--- src/design/ttx_pkg.sv ---
// Shared types and constants for the teletext attribute cell decoder.
package ttx_pkg;

    // Draw kind of one cell.
    typedef enum logic [1:0] {
        KIND_FILL   = 2'd0,
        KIND_ALPHA  = 2'd1,
        KIND_MOSAIC = 2'd2,
        KIND_NONE   = 2'd3
    } cell_kind_t;

    // Cursor display modes.
    localparam logic [1:0] CUR_STEADY = 2'd0;
    localparam logic [1:0] CUR_HIDDEN = 2'd1;

    // Configuration register indexes.
    localparam logic [1:0] REG_CURSOR_LOCATION = 2'd0;
    localparam logic [1:0] REG_CURSOR_MODE     = 2'd1;
    localparam logic [1:0] REG_CURSOR_FIRST    = 2'd2;
    localparam logic [1:0] REG_CURSOR_LAST     = 2'd3;

    // Control codes, low five bits of a character below 0x20.
    localparam logic [4:0] CTL_ALPHA_LO   = 5'h00;
    localparam logic [4:0] CTL_ALPHA_HI   = 5'h07;
    localparam logic [4:0] CTL_FLASH_ON   = 5'h08;
    localparam logic [4:0] CTL_FLASH_OFF  = 5'h09;
    localparam logic [4:0] CTL_NORMAL_H   = 5'h0C;
    localparam logic [4:0] CTL_DOUBLE_H   = 5'h0D;
    localparam logic [4:0] CTL_GFX_LO     = 5'h10;
    localparam logic [4:0] CTL_GFX_HI     = 5'h17;
    localparam logic [4:0] CTL_CONCEAL    = 5'h18;
    localparam logic [4:0] CTL_CONTIGUOUS = 5'h19;
    localparam logic [4:0] CTL_SEPARATED  = 5'h1A;
    localparam logic [4:0] CTL_BLACK_BG   = 5'h1C;
    localparam logic [4:0] CTL_NEW_BG     = 5'h1D;
    localparam logic [4:0] CTL_HOLD_ON    = 5'h1E;
    localparam logic [4:0] CTL_HOLD_OFF   = 5'h1F;

    // Font layout: alpha glyphs first, then contiguous, then separated mosaics.
    localparam logic [7:0] GLYPH_ALPHA_OFFSET = 8'h20;
    localparam logic [7:0] GLYPH_MOSAIC_BASE  = 8'd96;
    localparam logic [7:0] GLYPH_SEP_OFFSET   = 8'd64;

    // Attribute reset colors.
    localparam logic [2:0] FORE_RESET = 3'd7;
    localparam logic [2:0] BACK_RESET = 3'd0;

    // Serial attribute mode flags.
    typedef struct packed {
        logic gfx;
        logic flash;
        logic conceal;
        logic sep;
        logic hold;
        logic dbl;
        logic have;
    } mode_flags_t;

    // Decoded cell as it travels from the front to the back.
    typedef struct packed {
        cell_kind_t  kind;
        logic [7:0]  glyph;
        logic [2:0]  fg;
        logic [2:0]  bg;
        logic        top;
        logic        lower;
        logic [10:0] addr;
        logic        blink;
    } ttx_item_t;

    // Cursor configuration handed to the back.
    typedef struct packed {
        logic [10:0] location;
        logic [1:0]  mode;
        logic [4:0]  first_line;
        logic [4:0]  last_line;
    } cursor_cfg_t;

endpackage

--- src/design/ttx_front.sv ---
// Front: accepts cells, tracks serial attributes and column flags, decodes draw kind.
module ttx_front #(
    parameter int ROW_CELLS = 64
) (
    input  logic              clk,
    input  logic              rst_n,
    input  logic              in_valid,
    output logic              in_ready,
    input  logic [7:0]        raw_char,
    input  logic [10:0]       cell_address,
    input  logic [5:0]        column,
    input  logic              frame_start,
    input  logic              row_start,
    input  logic              next_row_shown,
    input  logic              flash_show,
    input  logic              blink_phase_on,
    input  logic              q_full,
    output logic              q_push,
    output ttx_pkg::ttx_item_t q_item
);
    import ttx_pkg::*;

    localparam int IDX_W = $clog2(ROW_CELLS);

    logic [2:0]           fore_reg, fore_next;
    logic [2:0]           back_reg, back_next;
    logic [5:0]           held_reg, held_next;
    mode_flags_t          flags_reg, flags_next;
    logic [ROW_CELLS-1:0] now_reg, now_next;
    logic [ROW_CELLS-1:0] lower_reg, lower_next;

    logic [2:0]           fore_cur, back_cur;
    logic [5:0]           held_cur;
    mode_flags_t          flags_cur;
    logic [IDX_W+5:0]     col_ext;
    logic [IDX_W-1:0]     col_idx;
    logic                 col_ok;
    logic                 render;
    logic [6:0]           c;
    logic [5:0]           mosaic;
    logic [7:0]           sep_add;
    logic                 fire;

    assign in_ready = !q_full;
    assign fire     = in_valid && in_ready;
    assign q_push   = fire;

    assign col_ext = {{IDX_W{1'b0}}, column};
    assign col_idx = col_ext[IDX_W-1:0];
    assign col_ok  = (32'(column) < ROW_CELLS);
    assign c       = raw_char[6:0];
    assign mosaic  = {c[6], c[4:0]};

    // A row start brings the attributes back to their reset values first.
    always_comb
    begin
        if (row_start)
        begin
            fore_cur  = FORE_RESET;
            back_cur  = BACK_RESET;
            held_cur  = '0;
            flags_cur = '0;
        end
        else
        begin
            fore_cur  = fore_reg;
            back_cur  = back_reg;
            held_cur  = held_reg;
            flags_cur = flags_reg;
        end
    end

    // Column flags: frame start clears both, row start moves next to current.
    always_comb
    begin
        if (frame_start)
        begin
            now_next   = '0;
            lower_next = '0;
        end
        else if (row_start)
        begin
            now_next   = lower_reg;
            lower_next = '0;
        end
        else
        begin
            now_next   = now_reg;
            lower_next = lower_reg;
        end
        render = !(col_ok && now_next[col_idx]);
        if (render && flags_cur.dbl && next_row_shown && col_ok)
        begin
            lower_next[col_idx] = 1'b1;
        end
    end

    assign sep_add = flags_cur.sep ? GLYPH_SEP_OFFSET : 8'd0;

    // Cell decode and attribute update; attribute changes apply after the cell.
    always_comb
    begin
        fore_next  = fore_cur;
        back_next  = back_cur;
        held_next  = held_cur;
        flags_next = flags_cur;

        q_item.kind  = KIND_FILL;
        q_item.glyph = '0;
        q_item.fg    = raw_char[7] ? back_cur : fore_cur;
        q_item.bg    = raw_char[7] ? fore_cur : back_cur;
        q_item.top   = flags_cur.dbl;
        q_item.lower = render && flags_cur.dbl && next_row_shown;
        q_item.addr  = cell_address;
        q_item.blink = blink_phase_on;

        if (c[6:5] == 2'b00)
        begin
            // Control code: show the held mosaic where hold applies.
            if (flags_cur.gfx && (flags_cur.hold || c[4:0] == CTL_HOLD_ON) && flags_cur.have)
            begin
                q_item.kind  = KIND_MOSAIC;
                q_item.glyph = GLYPH_MOSAIC_BASE + {2'b00, held_cur} + sep_add;
            end
            case (c[4:0]) inside
                [CTL_ALPHA_LO:CTL_ALPHA_HI]:
                begin
                    fore_next          = c[2:0];
                    flags_next.gfx     = 1'b0;
                    flags_next.conceal = 1'b0;
                end
                [CTL_GFX_LO:CTL_GFX_HI]:
                begin
                    fore_next          = c[2:0];
                    flags_next.gfx     = 1'b1;
                    flags_next.conceal = 1'b0;
                end
                CTL_FLASH_ON:   flags_next.flash   = 1'b1;
                CTL_FLASH_OFF:  flags_next.flash   = 1'b0;
                CTL_NORMAL_H:   flags_next.dbl     = 1'b0;
                CTL_DOUBLE_H:   flags_next.dbl     = 1'b1;
                CTL_CONCEAL:    flags_next.conceal = 1'b1;
                CTL_CONTIGUOUS: flags_next.sep     = 1'b0;
                CTL_SEPARATED:  flags_next.sep     = 1'b1;
                CTL_BLACK_BG:   back_next          = BACK_RESET;
                CTL_NEW_BG:     back_next          = fore_cur;
                CTL_HOLD_ON:    flags_next.hold    = 1'b1;
                CTL_HOLD_OFF:
                begin
                    flags_next.hold = 1'b0;
                    flags_next.have = 1'b0;
                end
                default: ;
            endcase
        end
        else if (flags_cur.conceal || (flags_cur.flash && !flash_show))
        begin
            q_item.kind = KIND_FILL;
        end
        else if (flags_cur.gfx && c[5])
        begin
            q_item.kind     = KIND_MOSAIC;
            q_item.glyph    = GLYPH_MOSAIC_BASE + {2'b00, mosaic} + sep_add;
            held_next       = mosaic;
            flags_next.have = 1'b1;
        end
        else
        begin
            q_item.kind  = KIND_ALPHA;
            q_item.glyph = {1'b0, c} - GLYPH_ALPHA_OFFSET;
        end

        // A cell covered by a lower half above is not drawn.
        if (!render)
        begin
            q_item.kind  = KIND_NONE;
            q_item.glyph = '0;
            q_item.fg    = '0;
            q_item.bg    = '0;
            q_item.top   = 1'b0;
        end
    end

    // Attribute and column flag state.
    always_ff @(posedge clk or negedge rst_n)
    begin
        if (!rst_n)
        begin
            fore_reg  <= FORE_RESET;
            back_reg  <= BACK_RESET;
            held_reg  <= '0;
            flags_reg <= '0;
            now_reg   <= '0;
            lower_reg <= '0;
        end
        else if (fire)
        begin
            fore_reg  <= fore_next;
            back_reg  <= back_next;
            held_reg  <= held_next;
            flags_reg <= flags_next;
            now_reg   <= now_next;
            lower_reg <= lower_next;
        end
    end

endmodule

--- src/design/ttx_queue.sv ---
// Short queue of decoded cells between the front and the back.
module ttx_queue #(
    parameter int DEPTH = 2
) (
    input  logic               clk,
    input  logic               rst_n,
    input  logic               push,
    input  ttx_pkg::ttx_item_t push_item,
    output logic               full,
    input  logic               pop,
    output logic               not_empty,
    output ttx_pkg::ttx_item_t head_item
);
    import ttx_pkg::*;

    localparam int PTR_W = (DEPTH > 1) ? $clog2(DEPTH) : 1;
    localparam int CNT_W = $clog2(DEPTH + 1);

    ttx_item_t        store_reg [DEPTH];
    logic [PTR_W-1:0] wr_ptr_reg, wr_ptr_next;
    logic [PTR_W-1:0] rd_ptr_reg, rd_ptr_next;
    logic [CNT_W-1:0] count_reg, count_next;

    assign full      = (count_reg == CNT_W'(DEPTH));
    assign not_empty = (count_reg != '0);
    assign head_item = store_reg[rd_ptr_reg];

    // Pointer wrap and fill count.
    always_comb
    begin
        wr_ptr_next = wr_ptr_reg;
        rd_ptr_next = rd_ptr_reg;
        count_next  = count_reg;
        if (push)
        begin
            wr_ptr_next = (wr_ptr_reg == PTR_W'(DEPTH - 1)) ? '0 : wr_ptr_reg + 1'b1;
        end
        if (pop)
        begin
            rd_ptr_next = (rd_ptr_reg == PTR_W'(DEPTH - 1)) ? '0 : rd_ptr_reg + 1'b1;
        end
        if (push && !pop)
        begin
            count_next = count_reg + 1'b1;
        end
        else if (pop && !push)
        begin
            count_next = count_reg - 1'b1;
        end
    end

    always_ff @(posedge clk or negedge rst_n)
    begin
        if (!rst_n)
        begin
            wr_ptr_reg <= '0;
            rd_ptr_reg <= '0;
            count_reg  <= '0;
        end
        else
        begin
            wr_ptr_reg <= wr_ptr_next;
            rd_ptr_reg <= rd_ptr_next;
            count_reg  <= count_next;
        end
    end

    // Entry storage needs no reset.
    always_ff @(posedge clk)
    begin
        if (push)
        begin
            store_reg[wr_ptr_reg] <= push_item;
        end
    end

endmodule

--- src/design/ttx_back.sv ---
// Back: resolves the cursor for each decoded cell and holds the output register.
module ttx_back #(
    parameter int CELL_LINES = 10
) (
    input  logic                 clk,
    input  logic                 rst_n,
    input  ttx_pkg::cursor_cfg_t cfg,
    input  logic                 q_valid,
    input  ttx_pkg::ttx_item_t   q_item,
    output logic                 q_pop,
    output logic                 out_valid,
    input  logic                 out_ready,
    output logic [1:0]           cell_kind,
    output logic [7:0]           glyph_code,
    output logic [2:0]           fg_colour,
    output logic [2:0]           bg_colour,
    output logic                 top_half,
    output logic                 draw_lower,
    output logic                 cursor_on,
    output logic [3:0]           cursor_top,
    output logic [3:0]           cursor_bottom
);
    import ttx_pkg::*;

    localparam logic [4:0] MAX_LINE = 5'(CELL_LINES - 1);

    ttx_item_t  item_reg;
    logic       valid_reg;
    logic       cur_on_reg, cur_on_next;
    logic [3:0] ctop_reg, ctop_next;
    logic [3:0] cbot_reg, cbot_next;
    logic       cur_vis;
    logic [4:0] top_clamp, bot_clamp;

    assign q_pop = q_valid && (!valid_reg || out_ready);

    // Cursor visibility, match and line clamping.
    always_comb
    begin
        case (cfg.mode)
            CUR_HIDDEN: cur_vis = 1'b0;
            CUR_STEADY: cur_vis = 1'b1;
            default:    cur_vis = q_item.blink;
        endcase
        cur_on_next = cur_vis && (q_item.addr == cfg.location);
        top_clamp   = (cfg.first_line > MAX_LINE) ? MAX_LINE : cfg.first_line;
        bot_clamp   = (cfg.last_line > MAX_LINE) ? MAX_LINE : cfg.last_line;
        if (bot_clamp < top_clamp)
        begin
            bot_clamp = top_clamp;
        end
        ctop_next = cur_on_next ? top_clamp[3:0] : 4'd0;
        cbot_next = cur_on_next ? bot_clamp[3:0] : 4'd0;
    end

    always_ff @(posedge clk or negedge rst_n)
    begin
        if (!rst_n)
        begin
            valid_reg <= 1'b0;
        end
        else if (q_pop)
        begin
            valid_reg <= 1'b1;
        end
        else if (out_ready)
        begin
            valid_reg <= 1'b0;
        end
    end

    // Result payload.
    always_ff @(posedge clk)
    begin
        if (q_pop)
        begin
            item_reg   <= q_item;
            cur_on_reg <= cur_on_next;
            ctop_reg   <= ctop_next;
            cbot_reg   <= cbot_next;
        end
    end

    assign out_valid     = valid_reg;
    assign cell_kind     = item_reg.kind;
    assign glyph_code    = item_reg.glyph;
    assign fg_colour     = item_reg.fg;
    assign bg_colour     = item_reg.bg;
    assign top_half      = item_reg.top;
    assign draw_lower    = item_reg.lower;
    assign cursor_on     = cur_on_reg;
    assign cursor_top    = ctop_reg;
    assign cursor_bottom = cbot_reg;

endmodule

--- src/design/teletext_attribute_cell_decoder.sv ---
// An accepted cell is written into the queue entry, then into the back's output register,
// and from there it drives the outputs. Throughput: one cell per cycle, sustained while
// out_ready stays high; the attribute update in the front and the output register in the
// back each take a cell every cycle then. A two-entry queue lets front and back stall
// independently. Reset (rst_n low, asynchronous) clears attributes, column flags and queue,
// and sets the cursor registers to location 0, hidden, lines 8 to 9.
module teletext_attribute_cell_decoder #(
    parameter int ROW_CELLS  = 64,
    parameter int CELL_LINES = 10
) (
    input  logic        clk,
    input  logic        rst_n,
    input  logic        psel,
    input  logic        penable,
    input  logic        pwrite,
    input  logic [3:0]  paddr,
    input  logic [31:0] pwdata,
    output logic [31:0] prdata,
    output logic        pready,
    input  logic        in_valid,
    output logic        in_ready,
    input  logic [7:0]  raw_char,
    input  logic [10:0] cell_address,
    input  logic [5:0]  column,
    input  logic        frame_start,
    input  logic        row_start,
    input  logic        next_row_shown,
    input  logic        flash_show,
    input  logic        blink_phase_on,
    output logic        out_valid,
    input  logic        out_ready,
    output logic [1:0]  cell_kind,
    output logic [7:0]  glyph_code,
    output logic [2:0]  fg_colour,
    output logic [2:0]  bg_colour,
    output logic        top_half,
    output logic        draw_lower,
    output logic        cursor_on,
    output logic [3:0]  cursor_top,
    output logic [3:0]  cursor_bottom
);
    import ttx_pkg::*;

    localparam int QUEUE_DEPTH = 2;

    cursor_cfg_t cfg_reg;
    logic        cfg_write;
    logic [1:0]  reg_index;
    logic        q_full, q_push, q_pop, q_valid;
    ttx_item_t   push_item, head_item;

    assign pready    = 1'b1;
    assign reg_index = paddr[3:2];
    assign cfg_write = psel && penable && pwrite && pready;

    // Cursor configuration registers.
    always_ff @(posedge clk or negedge rst_n)
    begin
        if (!rst_n)
        begin
            cfg_reg.location   <= 11'd0;
            cfg_reg.mode       <= CUR_HIDDEN;
            cfg_reg.first_line <= 5'd8;
            cfg_reg.last_line  <= 5'd9;
        end
        else if (cfg_write)
        begin
            case (reg_index)
                REG_CURSOR_LOCATION: cfg_reg.location   <= pwdata[10:0];
                REG_CURSOR_MODE:     cfg_reg.mode       <= pwdata[1:0];
                REG_CURSOR_FIRST:    cfg_reg.first_line <= pwdata[4:0];
                REG_CURSOR_LAST:     cfg_reg.last_line  <= pwdata[4:0];
                default: ;
            endcase
        end
    end

    // Register read-back.
    always_comb
    begin
        case (reg_index)
            REG_CURSOR_LOCATION: prdata = {21'd0, cfg_reg.location};
            REG_CURSOR_MODE:     prdata = {30'd0, cfg_reg.mode};
            REG_CURSOR_FIRST:    prdata = {27'd0, cfg_reg.first_line};
            REG_CURSOR_LAST:     prdata = {27'd0, cfg_reg.last_line};
            default:             prdata = '0;
        endcase
    end

    ttx_front #(
        .ROW_CELLS(ROW_CELLS)
    ) u_front (
        .clk            (clk),
        .rst_n          (rst_n),
        .in_valid       (in_valid),
        .in_ready       (in_ready),
        .raw_char       (raw_char),
        .cell_address   (cell_address),
        .column         (column),
        .frame_start    (frame_start),
        .row_start      (row_start),
        .next_row_shown (next_row_shown),
        .flash_show     (flash_show),
        .blink_phase_on (blink_phase_on),
        .q_full         (q_full),
        .q_push         (q_push),
        .q_item         (push_item)
    );

    ttx_queue #(
        .DEPTH(QUEUE_DEPTH)
    ) u_queue (
        .clk       (clk),
        .rst_n     (rst_n),
        .push      (q_push),
        .push_item (push_item),
        .full      (q_full),
        .pop       (q_pop),
        .not_empty (q_valid),
        .head_item (head_item)
    );

    ttx_back #(
        .CELL_LINES(CELL_LINES)
    ) u_back (
        .clk           (clk),
        .rst_n         (rst_n),
        .cfg           (cfg_reg),
        .q_valid       (q_valid),
        .q_item        (head_item),
        .q_pop         (q_pop),
        .out_valid     (out_valid),
        .out_ready     (out_ready),
        .cell_kind     (cell_kind),
        .glyph_code    (glyph_code),
        .fg_colour     (fg_colour),
        .bg_colour     (bg_colour),
        .top_half      (top_half),
        .draw_lower    (draw_lower),
        .cursor_on     (cursor_on),
        .cursor_top    (cursor_top),
        .cursor_bottom (cursor_bottom)
    );

endmodule

--- config.mk ---
export PLATFORM = sky130hd
export DESIGN_NAME = teletext_attribute_cell_decoder
export DESIGN_NICKNAME = d
export VERILOG_FILES = /design/src/design/ttx_pkg.sv /design/src/design/ttx_front.sv /design/src/design/ttx_queue.sv /design/src/design/ttx_back.sv /design/src/design/teletext_attribute_cell_decoder.sv
export SDC_FILE = /design/constraint.sdc
export NUM_CORES = 1
export LEC_CHECK = 0
export BUFFER_PORTS_ARGS = -buffer_cell sky130_fd_sc_hd__clkbuf_2
export CAP_MARGIN = 30
export CORE_ASPECT_RATIO = 0.7
export CORE_MARGIN = 2
export CORE_UTILIZATION = 40
export CTS_BUF_LIST = sky130_fd_sc_hd__clkbuf_8
export CTS_CLUSTER_DIAMETER = 40
export DETAILED_ROUTE_END_ITERATION = 6
export GPL_ROUTABILITY_DRIVEN = 0
export GPL_TIMING_DRIVEN = 0
export HOLD_SLACK_MARGIN = 0.15
export PLACE_DENSITY = 0.56
export SLEW_MARGIN = 20
export SYNTH_ARGS = -nofsm -noshare
export SYNTH_HDL_FRONTEND = slang
export SYNTH_SLANG_ARGS = --single-unit
--- constraint.sdc ---
create_clock -name clk -period 3.35 [get_ports clk]
set_input_delay 0.1675 -clock clk [delete_from_list [all_inputs] [get_ports clk]]
set_output_delay 0.1675 -clock clk [all_outputs]
set_load 0.02 [all_outputs]
=== Word-level counts from Yosys, hierarchy flattened ===
Memory sizes are Yosys's and may differ from the RTL's.
Index checks and enable logic that the tools add are counted.

* Add/subtract/negate cells: 9
* Multipliers: 0
* Div/mod/pow operators: 0
* Order comparisons: 9
* Equality and inequality tests: 17
* Shift-type cells: 0
* Muxes and demuxes: 111
* Bitwise operators: 1
* Reduce and logical (&&, ||, !) cells: 35

{| class="wikitable"
|+ Operators by type and width
! cell !! count
|-
| $mux W64 || 5
|-
| $pmux W32 S4 || 1
|-
| $mux W1 || 65
|-
| $or A64 B64 Y64 || 1
|-
| $mux W3 || 19
|-
| $eq A5 B5 Y1 const B || 7
|-
| $mux W10 || 3
|-
| $mux W6 || 5
|-
| $eq A5 B4 Y1 const B || 4
|-
| $mux W17 || 1
|-
| $add A7 B6 Y8 const A || 2
|-
| $add A8 B8 Y8 || 2
|-
| $logic_and A1 B1 Y1 || 16
|-
| $mux W7 || 2
|-
| $eq A11 B11 Y1 || 1
|-
| $gt A5 B4 Y1 const B || 2
|-
| $mux W5 || 2
|-
| $mux W8 || 1
|-
| $reduce_and A2 Y1 || 4
|-
| $sub A7 B6 Y8 const B || 1
|-
| $lt A6 B7 Y1 const B || 1
|-
| $bmux W1 S6 || 1
|-
| $demux W1 S6 || 1
|-
| $eq A2 B2 Y1 const B || 3
|-
| other kinds (17) || 32
|}

* Register bits: 202
* Latch bits: 0
* Memory bits (writable): 60
* Memory bits (read-only): 0
* Output and inout port bits: 62
* Word-level logic and storage cells: 212
* Memories kept: 1

{| class="wikitable"
|+ Memory list
! memory !! depth !! bits a word !! read ports !! clocked after Yosys merged registers in !! write ports !! line !! RTL
|-
| u_queue.store_reg || 2 || 30 || 1 || 0 || 1 || ttx_queue.sv:19 || <nowiki>ttx_item_t store_reg [DEPTH];</nowiki>
|}

=== Logic depth before layout (Yosys ltp) ===
Gate-level depths: netlist of the first run.

* Depth after elaboration: 15
* Mapped depth: 13

=== Cells and area by module ===
Synthesis of the first run repeated with hierarchy kept, for this count alone.

* Cell total of the unflattened synthesis: 1,235
* Area, all modules: 13,050.0 um^2

{| class="wikitable"
|+ By module, submodules not included
! module !! times used !! cells an instance !! area each (um^2)
|-
| ttx_front || 1 || 936 || 8,116.5
|-
| ttx_queue || 1 || 109 || 2,362.3
|-
| ttx_back || 1 || 94 || 1,310.0
|-
| teletext_attribute_cell_decoder || 1 || 96 || 1,261.2
|}

=== Worst setup path before layout of the first run ===
OpenSTA, ideal clock, no wires.

* Kind: reg-to-reg
* Start: register u_queue.count_reg[0]
* End: memory u_queue.store_reg[0][0] (netlist bit) (enable)
* Arrival time: 2,418 ps
* Required time: 2,933 ps
* Slack: 515 ps
* Stages on the path, launching flop included: 5
* Buffers on the path: 1
* Clock period less this slack: 2,835 ps
* Cell sequence: dfrtp_1 > nand2b_1 > nand2_1 > clkbuf_1 > nor2_1

* Word-level cells in the longest chain between the ends: 5

{| class="wikitable"
|+ RTL lines
! what !! line !! RTL
|-
| start, declared || ttx_queue.sv:22 || <nowiki>logic [CNT_W-1:0] count_reg, count_next;</nowiki>
|-
| start signal, assigned || ttx_queue.sv:64 || <nowiki>count_reg <= count_next;</nowiki>
|-
| $eq A2 B2 Y1 || ttx_queue.sv:24 || <nowiki>assign full = (count_reg == CNT_W'(DEPTH));</nowiki>
|-
| $logic_not A1 Y1 || ttx_front.sv:44 || <nowiki>assign in_ready = !q_full;</nowiki>
|-
| via in_ready || teletext_attribute_cell_decoder.sv:21 || <nowiki>output logic in_ready,</nowiki>
|-
| $logic_and A1 B1 Y1 || ttx_front.sv:45 || <nowiki>assign fire = in_valid && in_ready;</nowiki>
|-
| $mux W1 || ttx_queue.sv:71 || <nowiki>if (push)</nowiki>
|-
| $mux W1 (implied by the code) || ttx_queue.sv:73 || <nowiki>store_reg[wr_ptr_reg] <= push_item;</nowiki>
|-
| end, declared || ttx_queue.sv:19 ||
|}

The timed path passes the listed nets, and every way through them passes these cells.

==> out/summary.log, run 1 <==
INFO  global_route   grt_use_total=23.9%
INFO  sta            final.hold.worst_slack=0.185ns
INFO  clock_tree     cts-htree-levels=2
INFO  die            height_of_the_die=155um
INFO  drt            vias=10572
INFO  power          irDropWorstVdd=0.299mV
INFO  clock_tree     clock_sinks=262
INFO  die            initial_utilization=40.6%
INFO  drt            initial_drc_count=1153
INFO  placed_design  post-place-cells=1753
INFO  sta            max_freq=305MHz
INFO  die            io-pin-count=135
INFO  yosys          synth_ff_type=sky130_fd_sc_hd__dfrtp_1
INFO  sta            timing_max_transition_violations_final=0
INFO  global_route   maximum_number_of_pins_on_one_net_before_global_route_repair=70
INFO  yosys          yosysMostFrequentCell=sky130_fd_sc_hd__dfrtp_1
INFO  power          p_seq_share=43.3%
INFO  drt            routed_wire_length_per_instance=21.3um
INFO  setup_path     crit_arrival=3.62ns
INFO  cells_and_area syn2layout_area_growth=19.1%
INFO  cells_and_area design.final.nets=1497
INFO  power          total_leakage_power=6.42nW
INFO  flow_run       maxCapViolations=0
INFO  sta            clock_skew=0.0384ns
INFO  setup_path     cp_data_required_time=3.69ns
INFO  yosys          synthesis.yosys.warnings=0
INFO  yosys          synth_top_area_share=32.2%
INFO  yosys          synth_area=13100um2
INFO  placed_design  dp.final_hpwl=27.8mm
INFO  die            rows=55
INFO  power          cellInternalPower=6.25mW
INFO  power          p_comb_share=24.3%
INFO  power          power_density=600nW/um2
INFO  setup_path     startpoint_type=input pin
INFO  clock_tree     post_cts_buffers=0
INFO  clock_tree     cts-root-to-sink-buffers=3
INFO  global_route   globalRoute.totalOverflow=0
INFO  drt            drt-pass1-iter-count=5
INFO  power          power.total=9.34mW
INFO  setup_path     crit_path_cell_trace=dlygate4sd3_1, buf_2, nand2b_1, o221ai_2, a41oi_1, or4_1, a221o_1, buf_2, a21oi_4, buf_4, nor2_1
INFO  setup_path     cpMostUsedCell=sky130_fd_sc_hd__buf_2
INFO  cells_and_area multi_input_comb_area=5520um2
INFO  sta            final_total_negative_setup_slack=0ns
INFO  yosys          netlist_instances=1222
INFO  die            die_w=220um
INFO  power          netSwitchingFraction=33.1%
INFO  global_route   grt_first_pass_wirelength=62.2mm
INFO  clock_tree     cts_tree=done
INFO  sta            worst_slew_margin_rel=31.9%
INFO  power          net-switching-power=3.09mW
INFO  yosys          async_reset_ff_share=66.8%
INFO  yosys          post_synthesis_sequential_element_count=262
INFO  cells_and_area fill_cells=3064
INFO  clock_tree     cts_root_buffer=sky130_fd_sc_hd__clkbuf_8
INFO  global_route   first_global_vias=10397
INFO  cells_and_area drive_above_1_share=18.9%
INFO  clock_tree     cts.clk_slew.worst_paths=0.06ns
INFO  cells_and_area end_of_flow_core_utilization=48.3%
INFO  yosys          synth.yosys.seq_area_share=53.6%
INFO  clock_tree     numCtsBuffers=45
INFO  drt            routed_via_density=5.63
INFO  drt            drt-total-wl=40.0mm
INFO  yosys          synth.largest_area_cell=sky130_fd_sc_hd__dfrtp_1
INFO  sta            rsz0062_at_grt=no
INFO  power          pwr-share-clk=32.5%
INFO  run_status     status=finished, final reports clean
INFO  yosys          synth_area_leaders=sky130_fd_sc_hd__dfrtp_1 (32%), sky130_fd_sc_hd__edfxtp_1 (20%), sky130_fd_sc_hd__nand2_1 (4.7%)
INFO  sta            finalCriticalPeriod=3.28ns
INFO  sta            worstMarginPinSlew=1.02ns
INFO  yosys          synth_edf_count=87
INFO  setup_path     cp_slowest_stage_delay=0.61ns
INFO  worst_hold_path worst_hold_check_path_type=input pin to async pin
INFO  clock_tree     clk_latency=0.60ns
INFO  yosys          synth_unique_cells=66
INFO  drt            drc_errors=0
INFO  setup_path     path_class=input pin to flop
INFO  setup_path     critical_path_peak_fanout=10
INFO  die            coreArea=32200um2
INFO  placed_design  port_buffers=76
INFO  cells_and_area instances_no_fill=1877
INFO  global_route   initial_antenna_violation_count=1
INFO  sta            report.final.hold_viol_count=0
INFO  sta            timing.final.setup_violations=0
INFO  setup_path     setup_crit_end_kind=flop
INFO  drt            detail-route-antenna-nets=0
INFO  setup_path     worst_path_max_delay_cell=sky130_fd_sc_hd__or4_1
INFO  yosys          postSynthAreaPerCell=10.7um2
INFO  die            die_footprint=34100um2
INFO  cells_and_area ff_latch_area=7000um2
INFO  sta            final.period_utilization=97.9%
INFO  yosys          synth_common_cells=sky130_fd_sc_hd__dfrtp_1 (168), sky130_fd_sc_hd__nand2_1 (164), sky130_fd_sc_hd__o21ai_0 (117)
[final timing paths]
path                                       startpoint                  endpoint  slack [ns]  cells past startpoint
worst min-delay path                            rst_n                cfg_reg[0]        0.19                      2
min in group clk                             paddr[3]               cfg_reg[11]        0.21                      3
worst max register to register  u_front.lower_reg[42]     u_front.lower_reg[21]        0.32                      8
max in group asynchronous                       rst_n       u_front.fore_reg[2]        2.40                      4
worst min register to register    u_front.now_reg[44]       u_front.now_reg[44]        0.48                      2
worst max-delay path                      frame_start  u_queue.store_reg[0][21]        0.07                     11
[metrics by stage]
step | setup WS [ns] | instance area, um2
floorplan | 0.515 | 13100
global placement | -1.41 | 14100
detailed placement | -0.201 | 14200
CTS | 0.189 | 15500
global route | 0.0204 | 15600
finish | 0.0703 | 15600
[cell families after synthesis]
family / synth area share, %
compound gates: 15.5
fa+ha+maj: 0.862
other cells: 0.0575
buf+inv: 4.83
flops: 53.6
simple gates: 13.9
mux: 9.98
xor+xnor: 1.27
[metal layers]
layer	track usage [%]	wire length (um)	part of all wire, %	up-vias
li1	-	-	-	4790
met1	37.0	19100	48	5267
met2	31.7	16100	40	437
met3	7.27	3910	9.8	78
met4	6.78	905	2.3	0
met5	0	0	0	-
[power groups by stage]
stage | Combinational, mW | Sequential, mW | Clock (mW)
5_1_grt | 2.45 | 4.08 | 3.23
3_3_place_gp | 2.10 | 4.10 | 0
2_1_floorplan | 1.21 | 4.23 | 0
6_report | 2.27 | 4.04 | 3.03
3_5_place_dp | 2.22 | 4.09 | 0
4_1_cts | 2.27 | 4.04 | 3.08
[layout make-up]
| cell class | count | share of cell area, % |
|---|---|---|
| Multi-Input combinational cell | 856 | 35.5 |
| Tap cell | 427 | 3.43 |
| Buffer | 111 | 3.70 |
| Clock buffer | 50 | 4.42 |
| Timing Repair Buffer | 124 | 6.12 |
| Inverter | 15 | 0.362 |
| Sequential cell | 262 | 45.0 |
| Clock inverter | 31 | 1.46 |
| Antenna cell | 1 | 0.0161 |
[critical path, delay by kind of cell]
family | cells | cell delay [ns]
AND/OR/NAND/NOR | 3 | 1.10
AO/OA/AOI/OAI | 4 | 1.16
buffers and inverters | 4 | 1.17
[cell usage in the layout (no fill, tap or decap), drive strengths merged, types with 11 or more instances in the layout]
cell type    instances
a21oi               34
a22o                21
a31oi               52
and2                11
buf                 60
clkbuf             186
clkinv              11
conb                24
dfrtp              168
dlygate4sd3         39
edfxtp              87
inv                 29
mux2                50
mux2i               38
mux4                16
nand2              164
nand3               20
nor2                54
nor2b               77
nor3                14
o21ai              123
o31ai               23
xnor2               15
[what timing repair did]
action	in CTS	in global routing
hold buffers	40	0
resized for setup	0	2
setup endpoints to repair	0	15
hold endpoints to repair	202	0
No activity file was read; power rests on OpenSTA's default activity.
==> run 2, diff against run 1 <==
--- a/config.mk
+++ b/config.mk
@@ -17,6 +17,7 @@
 export GPL_TIMING_DRIVEN = 0
 export HOLD_SLACK_MARGIN = 0.15
 export PLACE_DENSITY = 0.56
+export SETUP_SLACK_MARGIN = 0.5
 export SLEW_MARGIN = 20
 export SYNTH_ARGS = -nofsm -noshare
 export SYNTH_HDL_FRONTEND = slang
==> constraint.sdc (replaced) <==
create_clock -name clk -period 3.35 [get_ports clk]
set_input_delay 0.1675 -clock clk [delete_from_list [all_inputs] [get_ports clk]]
set_output_delay 0.1675 -clock clk [all_outputs]
set_load 0.005 [all_outputs]
==> out/summary.log, run 2 (synthesis results as in run 1) <==
INFO  run_status     status=finished, final reports clean [unchanged]
INFO  placed_design  port_buffers=76 [unchanged]
INFO  clock_tree     cts.clk_slew.worst_paths=0.06ns [about the same]
INFO  sta            worstMarginPinSlew=0.905ns [was 1.02 ns]
INFO  cells_and_area end_of_flow_core_utilization=48.5% [was 48.3%]
INFO  global_route   grt_util_met1=37.2% [was 37.0%]
INFO  global_route   grt_first_pass_wirelength=62.2mm [about the same]
INFO  die            initial_utilization=40.6% [unchanged]
INFO  die            io-pin-count=135 [unchanged]
INFO  clock_tree     cts-root-to-sink-buffers=3 [unchanged]
INFO  global_route   first_global_vias=10374 [was 10397]
INFO  placed_design  dp.final_hpwl=27.8mm [unchanged]
INFO  clock_tree     cts-htree-levels=2 [unchanged]
INFO  power          p_comb_share=22.8% [was 24.3%]
INFO  clock_tree     cts_tree=done [unchanged]
INFO  clock_tree     cts_root_buffer=sky130_fd_sc_hd__clkbuf_8 [unchanged]
INFO  setup_path     cp_slowest_stage_delay=0.51ns [was 0.61 ns]
INFO  clock_tree     numCtsBuffers=45 [unchanged]
INFO  flow_run       maxCapViolations=0 [unchanged]
INFO  global_route   grt_use_total=23.9% [about the same]
INFO  setup_path     crit_arrival=3.18ns [was 3.62 ns]
INFO  global_route   maximum_number_of_pins_on_one_net_before_global_route_repair=70 [unchanged]
INFO  die            die_footprint=34100um2 [unchanged]
INFO  sta            timing.final.setup_violations=0 [unchanged]
INFO  power          total_leakage_power=6.46nW [was 6.42 nW]
INFO  setup_path     cp_data_required_time=3.75ns [was 3.69 ns]
INFO  sta            worst_slew_margin_rel=39.6% [was 31.9%]
INFO  drt            drt-pass1-iter-count=5 [unchanged]
INFO  setup_path     number_of_buffers_and_inverters_on_the_critical_path=2 [was 4]
INFO  power          netSwitchingFraction=31.6% [was 33.1%]
INFO  drt            drt-total-wl=40.0mm [about the same]
INFO  setup_path     crit_path_cell_trace=mux4_2, a22oi_1, o21ai_0, a311oi_2, a221o_1, buf_2, a21oi_4, buf_6, nor3b_1 [was dlygate4sd3_1, buf_2, nand2b_1, o221ai_2, a41oi_1, or4_1, a221o_1, buf_2, a21oi_4, buf_4, nor2_1]
INFO  drt            drc_errors=0 [unchanged]
INFO  die            die_w=220um [unchanged]
INFO  sta            finalCriticalPeriod=2.78ns [was 3.28 ns]
INFO  sta            clock_skew=0.0356ns [was 0.0384 ns]
INFO  setup_path     cpLargestDelayFamily=compound AO/OA/AOI/OAI gates [was buffers and inverters]
INFO  worst_hold_path worst_hold_check_path_type=input pin to async pin [unchanged]
INFO  cells_and_area drive_above_1_share=20.4% [was 18.9%]
INFO  global_route   globalRoute.totalOverflow=0 [unchanged]
INFO  sta            rsz0062_at_grt=no [unchanged]
INFO  power          net-switching-power=2.90mW [was 3.09 mW]
INFO  setup_path     worst_r2r_path_depth=9 [was 8]
INFO  sta            timing_max_transition_violations_final=0 [unchanged]
INFO  drt            detail-route-antenna-nets=0 [unchanged]
INFO  cells_and_area final_cell_mix=sky130_fd_sc_hd__dfrtp_1 (168), sky130_fd_sc_hd__nand2_1 (164), sky130_fd_sc_hd__o21ai_0 (116) [was sky130_fd_sc_hd__dfrtp_1 (168), sky130_fd_sc_hd__nand2_1 (164), sky130_fd_sc_hd__o21ai_0 (117)]
INFO  setup_path     setup_crit_end_kind=flop [unchanged]
INFO  drt            vias=10579 [was 10572]
INFO  die            rows=55 [unchanged]
INFO  setup_path     critical_path_peak_fanout=9 [was 10]
INFO  clock_tree     clk_latency=0.60ns [about the same]
INFO  power          p_seq_share=44.1% [was 43.3%]
INFO  drt            routed_wire_length_per_instance=21.3um [about the same]
INFO  power          power_density=586nW/um2 [was 600 nW/um2]
INFO  sta            final_total_negative_setup_slack=0ns [unchanged]
INFO  global_route   grt_use_met3=7.27% [unchanged]
INFO  sta            max_freq=360MHz [was 305 MHz]
INFO  power          cellInternalPower=6.26mW [was 6.25 mW]
INFO  global_route   met2_demand_to_capacity_share_in_global_routing=31.7% [about the same]
INFO  global_route   gr-max-usage-layer=met1 [unchanged]
INFO  die            height_of_the_die=155um [unchanged]
INFO  setup_path     path_depth=9 [was 11]
INFO  setup_path     path_class=flop to flop [was input pin to flop]
INFO  drt            initial_drc_count=1156 [was 1153]
INFO  cells_and_area mostFrequentLayoutCell=sky130_fd_sc_hd__dfrtp_1 [unchanged]
INFO  setup_path     worst_path_max_delay_cell=sky130_fd_sc_hd__mux4_2 [was sky130_fd_sc_hd__or4_1]
INFO  drt            routed_via_density=5.63 [about the same]
INFO  power          irDropWorstVdd=0.281mV [was 0.299 mV]
INFO  cells_and_area design.final.nets=1498 [was 1497]
INFO  sta            report.final.hold_viol_count=0 [unchanged]
INFO  clock_tree     clock_sinks=262 [unchanged]
INFO  sta            final.hold.worst_slack=0.185ns [about the same]
INFO  sta            final.period_utilization=82.9% [was 97.9%]
INFO  setup_path     startpoint_type=flop [was input pin]
INFO  global_route   initial_antenna_violation_count=1 [unchanged]
INFO  die            coreArea=32200um2 [unchanged]
INFO  power          pwr-share-clk=33.1% [was 32.5%]
INFO  cells_and_area syn2layout_area_growth=19.6% [was 19.1%]
==> run 2: cell count changes in the layout (fill, tap and decap cells not counted), moves of 3 or more <==
cell                       before  now
sky130_fd_sc_hd__clkbuf_2      78   88
sky130_fd_sc_hd__clkbuf_1      57   49
sky130_fd_sc_hd__buf_1          7    4
sky130_fd_sc_hd__nor2b_1       77   74
sky130_fd_sc_hd__nor2b_2        0    3
==> run 2: worst paths after layout <==
kind                                             from                       end  slack [ns]
worst min-delay path                            rst_n                cfg_reg[0]        0.18
max in group asynchronous                       rst_n       u_front.fore_reg[2]        2.41
worst max-delay path            u_front.lower_reg[42]  u_queue.store_reg[1][13]        0.57
min in group clk                           flash_show      u_front.flags_reg[0]        0.21
worst min register to register    u_front.now_reg[44]       u_front.now_reg[44]        0.47
worst max register to register  u_front.lower_reg[42]  u_queue.store_reg[1][13]        0.57
==> run 2: routing by layer <==
layer	part of all wire [%]	up-vias	wire, um
li1	-	4788	-
met5	0	-	0
met2	40	433	16100
met3	9.6	81	3860
met4	2.3	0	936
met1	48	5277	19200
==> run 2: what timing repair did <==
action | 4_1_cts | 5_1_grt
hold buffers | 39 | 0
resized for setup | 6 | 24
endpoints found under the setup margin | 70 | 98
pin swaps | 0 | 1
hold endpoints to repair | 202 | 0
setup buffers | 0 | 2
==> run 2: metrics by stage <==
step | cell area [um2] | power [mW] | instances | worst slack (ns)
5_1_grt | 15600 | 9.59 | 1878 | 0.484
4_1_cts | 15500 | 9.20 | 1873 | 0.550
3_5_place_dp | 14200 | 6.11 | 1753 | -0.201
2_1_floorplan | 13100 | 5.23 | 1244 | 0.668
3_3_place_gp | 14100 | 6.00 | 1747 | -1.41
6_report | 15600 | 9.16 | 1878 | 0.574
==> run 2: power by group through the flow <==
stage | Combinational, mW | Sequential (mW) | Clock [mW]
after floorplan | 1.17 | 4.07 | 0
after global placement | 1.90 | 4.10 | 0
after detailed placement | 2.02 | 4.09 | 0
after CTS | 2.07 | 4.04 | 3.08
after global routing | 2.27 | 4.08 | 3.23
final | 2.09 | 4.04 | 3.03
==> run 2: cell type report <==
type | count | area [um2]
Antenna cell | 1 | 2.50
Buffer | 111 | 596
Clock buffer | 50 | 688
Clock inverter | 31 | 226
Fill cell | 3057 | 16600
Inverter | 15 | 56.3
Multi-Input combinational cell | 856 | 5560
Sequential cell | 262 | 7000
Tap cell | 427 | 534
Timing Repair Buffer | 125 | 957
==> run 3, diff against run 2 <==
==> constraint.sdc (replaced) <==
create_clock -name clk -period 2.85 [get_ports clk]
set_input_delay 0.1425 -clock clk [delete_from_list [all_inputs] [get_ports clk]]
set_output_delay 0.1425 -clock clk [all_outputs]
set_load 0.005 [all_outputs]
==> out/summary.log, run 3 (synthesis results as in run 1) <==
INFO  sta            setup_ws=0.245ns [was 0.574 ns]
INFO  sta            worstMarginPinSlew=0.786ns [was 0.905 ns]
INFO  cells_and_area instances_no_fill=1916 [was 1878]
INFO  clock_tree     clock_sinks=262 [unchanged]
INFO  global_route   initial_antenna_violation_count=1 [unchanged]
INFO  sta            timing_max_transition_violations_final=0 [unchanged]
INFO  setup_path     cp_data_required_time=3.16ns [was 3.75 ns]
INFO  worst_hold_path worst_hold_check_path_type=input pin to flop [was input pin to async pin]
INFO  power          irDropWorstVdd=0.395mV [was 0.281 mV]
INFO  sta            final.hold.worst_slack=0.187ns [was 0.185 ns]
INFO  clock_tree     cts.clk_slew.worst_paths=0.06ns [about the same]
INFO  cells_and_area mostFrequentLayoutCell=sky130_fd_sc_hd__dfrtp_1 [unchanged]
INFO  sta            report.final.hold_viol_count=0 [unchanged]
INFO  cells_and_area drive_above_1_share=26.7% [was 20.4%]
INFO  cells_and_area final_cell_mix=sky130_fd_sc_hd__dfrtp_1 (167), sky130_fd_sc_hd__nand2_1 (161), sky130_fd_sc_hd__o21ai_0 (97) [was sky130_fd_sc_hd__dfrtp_1 (168), sky130_fd_sc_hd__nand2_1 (164), sky130_fd_sc_hd__o21ai_0 (116)]
INFO  placed_design  dp_worst_setup_slack=-0.601ns [was -0.201 ns]
INFO  placed_design  port_buffers=76 [unchanged]
INFO  global_route   first_global_vias=10360 [was 10374]
INFO  drt            routed_wire_length_per_instance=21.2um [was 21.3 um]
INFO  cells_and_area antenna_cells_inserted=0 [was 1]
INFO  setup_path     timing.rr.end=u_queue.store_reg[1][29] [was u_queue.store_reg[1][13]]
INFO  sta            rsz0062_at_grt=yes [was no]
INFO  global_route   maximum_number_of_pins_on_one_net_before_global_route_repair=78 [was 70]
INFO  power          total_leakage_power=6.81nW [was 6.46 nW]
INFO  clock_tree     cts_tree=done [unchanged]
INFO  power          power_density=667nW/um2 [was 586 nW/um2]
INFO  drt            routed_via_density=5.60 [was 5.63]
INFO  die            rows=55 [unchanged]
INFO  flow_run       maxCapViolations=0 [unchanged]
INFO  sta            finalCriticalPeriod=2.60ns [was 2.78 ns]
INFO  run_status     status=finished, final reports clean [unchanged]
INFO  clock_tree     cts_root_buffer=sky130_fd_sc_hd__clkbuf_8 [unchanged]
INFO  global_route   globalRoute.totalOverflow=0 [unchanged]
INFO  cells_and_area design.final.nets=1534 [was 1498]
INFO  die            die_footprint=34100um2 [unchanged]
INFO  sta            max_freq=384MHz [was 360 MHz]
INFO  drt            detail-route-antenna-nets=0 [unchanged]
INFO  setup_path     crit_arrival=2.92ns [was 3.18 ns]
INFO  drt            drt-total-wl=40.6mm [was 40.0 mm]
INFO  drt            drc_errors=0 [unchanged]
INFO  setup_path     setup_slack_reg_to_reg=0.25ns [was 0.57 ns]
INFO  die            height_of_the_die=155um [unchanged]
INFO  sta            worst_slew_margin_rel=47.4% [was 39.6%]
INFO  setup_path     startpoint_type=flop [unchanged]
INFO  cells_and_area syn2layout_area_growth=25.9% [was 19.6%]
INFO  setup_path     critical_path_peak_fanout=6 [was 9]
INFO  sta            final.period_utilization=91.4% [was 82.9%]
INFO  setup_path     start_point_of_the_critical_path=u_front.lower_reg[42] [unchanged]
INFO  drt            drt-pass1-iter-count=5 [unchanged]
INFO  clock_tree     clk_latency=0.60ns [about the same]
INFO  clock_tree     numCtsBuffers=47 [was 45]
INFO  die            coreArea=32200um2 [unchanged]
INFO  clock_tree     cts-root-to-sink-buffers=3 [unchanged]
INFO  global_route   grt_first_pass_wirelength=62.7mm [was 62.2 mm]
INFO  sta            clock_skew=0.0319ns [was 0.0356 ns]
INFO  clock_tree     cts-htree-levels=2 [unchanged]
INFO  setup_path     critical_path.endpoint=u_queue.store_reg[1][29] [was u_queue.store_reg[1][13]]
INFO  setup_path     r2r-start=u_front.lower_reg[42] [unchanged]
INFO  drt            vias=10724 [was 10579]
INFO  drt            initial_drc_count=1168 [was 1156]
INFO  placed_design  dp.final_hpwl=27.7mm [was 27.8 mm]
INFO  die            die_w=220um [unchanged]
INFO  die            io-pin-count=135 [unchanged]
INFO  die            initial_utilization=40.6% [unchanged]
INFO  setup_path     path_class=flop to flop [unchanged]
INFO  placed_design  post-place-cells=1753 [unchanged]
INFO  global_route   grt_use_total=24.1% [was 23.9%]
INFO  sta            timing.final.setup_violations=0 [unchanged]
INFO  setup_path     worst_r2r_path_depth=9 [unchanged]
INFO  cells_and_area end_of_flow_core_utilization=51.1% [was 48.5%]
INFO  setup_path     setup_crit_end_kind=flop [unchanged]
run 3: changes by cell type in the layout (fill, tap and decap cells not counted), sizes merged, moves of 2 or more:
cell	previous run	this run
inv	29	31
clkinv	11	9
dlygate4sd3	38	42
buf	59	87
clkbuf	189	193
nand2	164	166
run 3: worst max-delay path, stage by stage, from the launching register on:
cell and delay (ns):
sky130_fd_sc_hd__dfrtp_2 0.44, sky130_fd_sc_hd__mux4_2 0.51, sky130_fd_sc_hd__a22oi_2 0.15, sky130_fd_sc_hd__o21ai_2 0.09, sky130_fd_sc_hd__a311oi_2 0.32, sky130_fd_sc_hd__a221o_1 0.21
sky130_fd_sc_hd__buf_6 0.11, sky130_fd_sc_hd__a21oi_4 0.03, sky130_fd_sc_hd__buf_12 0.16, sky130_fd_sc_hd__a311o_1 0.30
run 3: where the power goes:
group	switching (mW)	internal, mW	leakage, nW
registers	0.215	4.53	3.20
clock network	1.65	1.95	0.535
logic	1.60	1.03	3.08
run 3: stage by stage:
step | power [mW] | setup TNS (ns) | instance area, um2
global route | 11.5 | 0 | 16400
CTS | 11.0 | 0 | 16000
global placement | 7.06 | -359.39 | 14100
detailed placement | 7.18 | -33.19 | 14300
finish | 11.0 | 0 | 16400
floorplan | 6.16 | 0 | 13200
run 3: cell type report:
type / instances / area [um2]
Buffer: 111 / 658
Clock buffer: 55 / 757
Clock inverter: 31 / 195
Fill cell: 2977 / 15800
Inverter: 15 / 56.3
Multi-Input combinational cell: 858 / 5970
Sequential cell: 262 / 7000
Tap cell: 427 / 534
Timing Repair Buffer: 157 / 1270
run 3: routing by layer:
| metal | GRT usage (%) | part of all wire [%] | vias to the layer above |
|---|---|---|---|
| met5 | 0 | 0.025 | - |
| met4 | 6.94 | 2.9 | 2 |
| met3 | 7.47 | 10 | 103 |
| met2 | 32.2 | 40 | 450 |
| met1 | 37.0 | 47 | 5306 |
| li1 | - | - | 4863 |
run 3: worst min path at each step:
stage | endpoint | slack [ns] | from | cells past startpoint
after floorplan | cfg_reg[11] | -0.15 | rst_n | 0
after global placement | u_queue.store_reg[0][1] | 0.33 | cell_address[0] | 1
after detailed placement | u_front.now_reg[41] | 0.06 | rst_n | 1
after CTS | u_front.lower_reg[50] | 0.15 | column[3] | 4
after global routing | u_queue.store_reg[1][12] | 0.17 | next_row_shown | 3
final | cfg_reg[11] | 0.19 | paddr[3] | 3
run 3: timing repair:
item | in CTS | in global routing
buffers inserted | 16 | 12
pin swaps | 23 | 25
gates resized for setup | 82 | 75
cloned | 2 | 2
setup endpoints to repair | 210 | 166
hold buffers | 43 | 0
hold endpoints to repair | 284 | 0
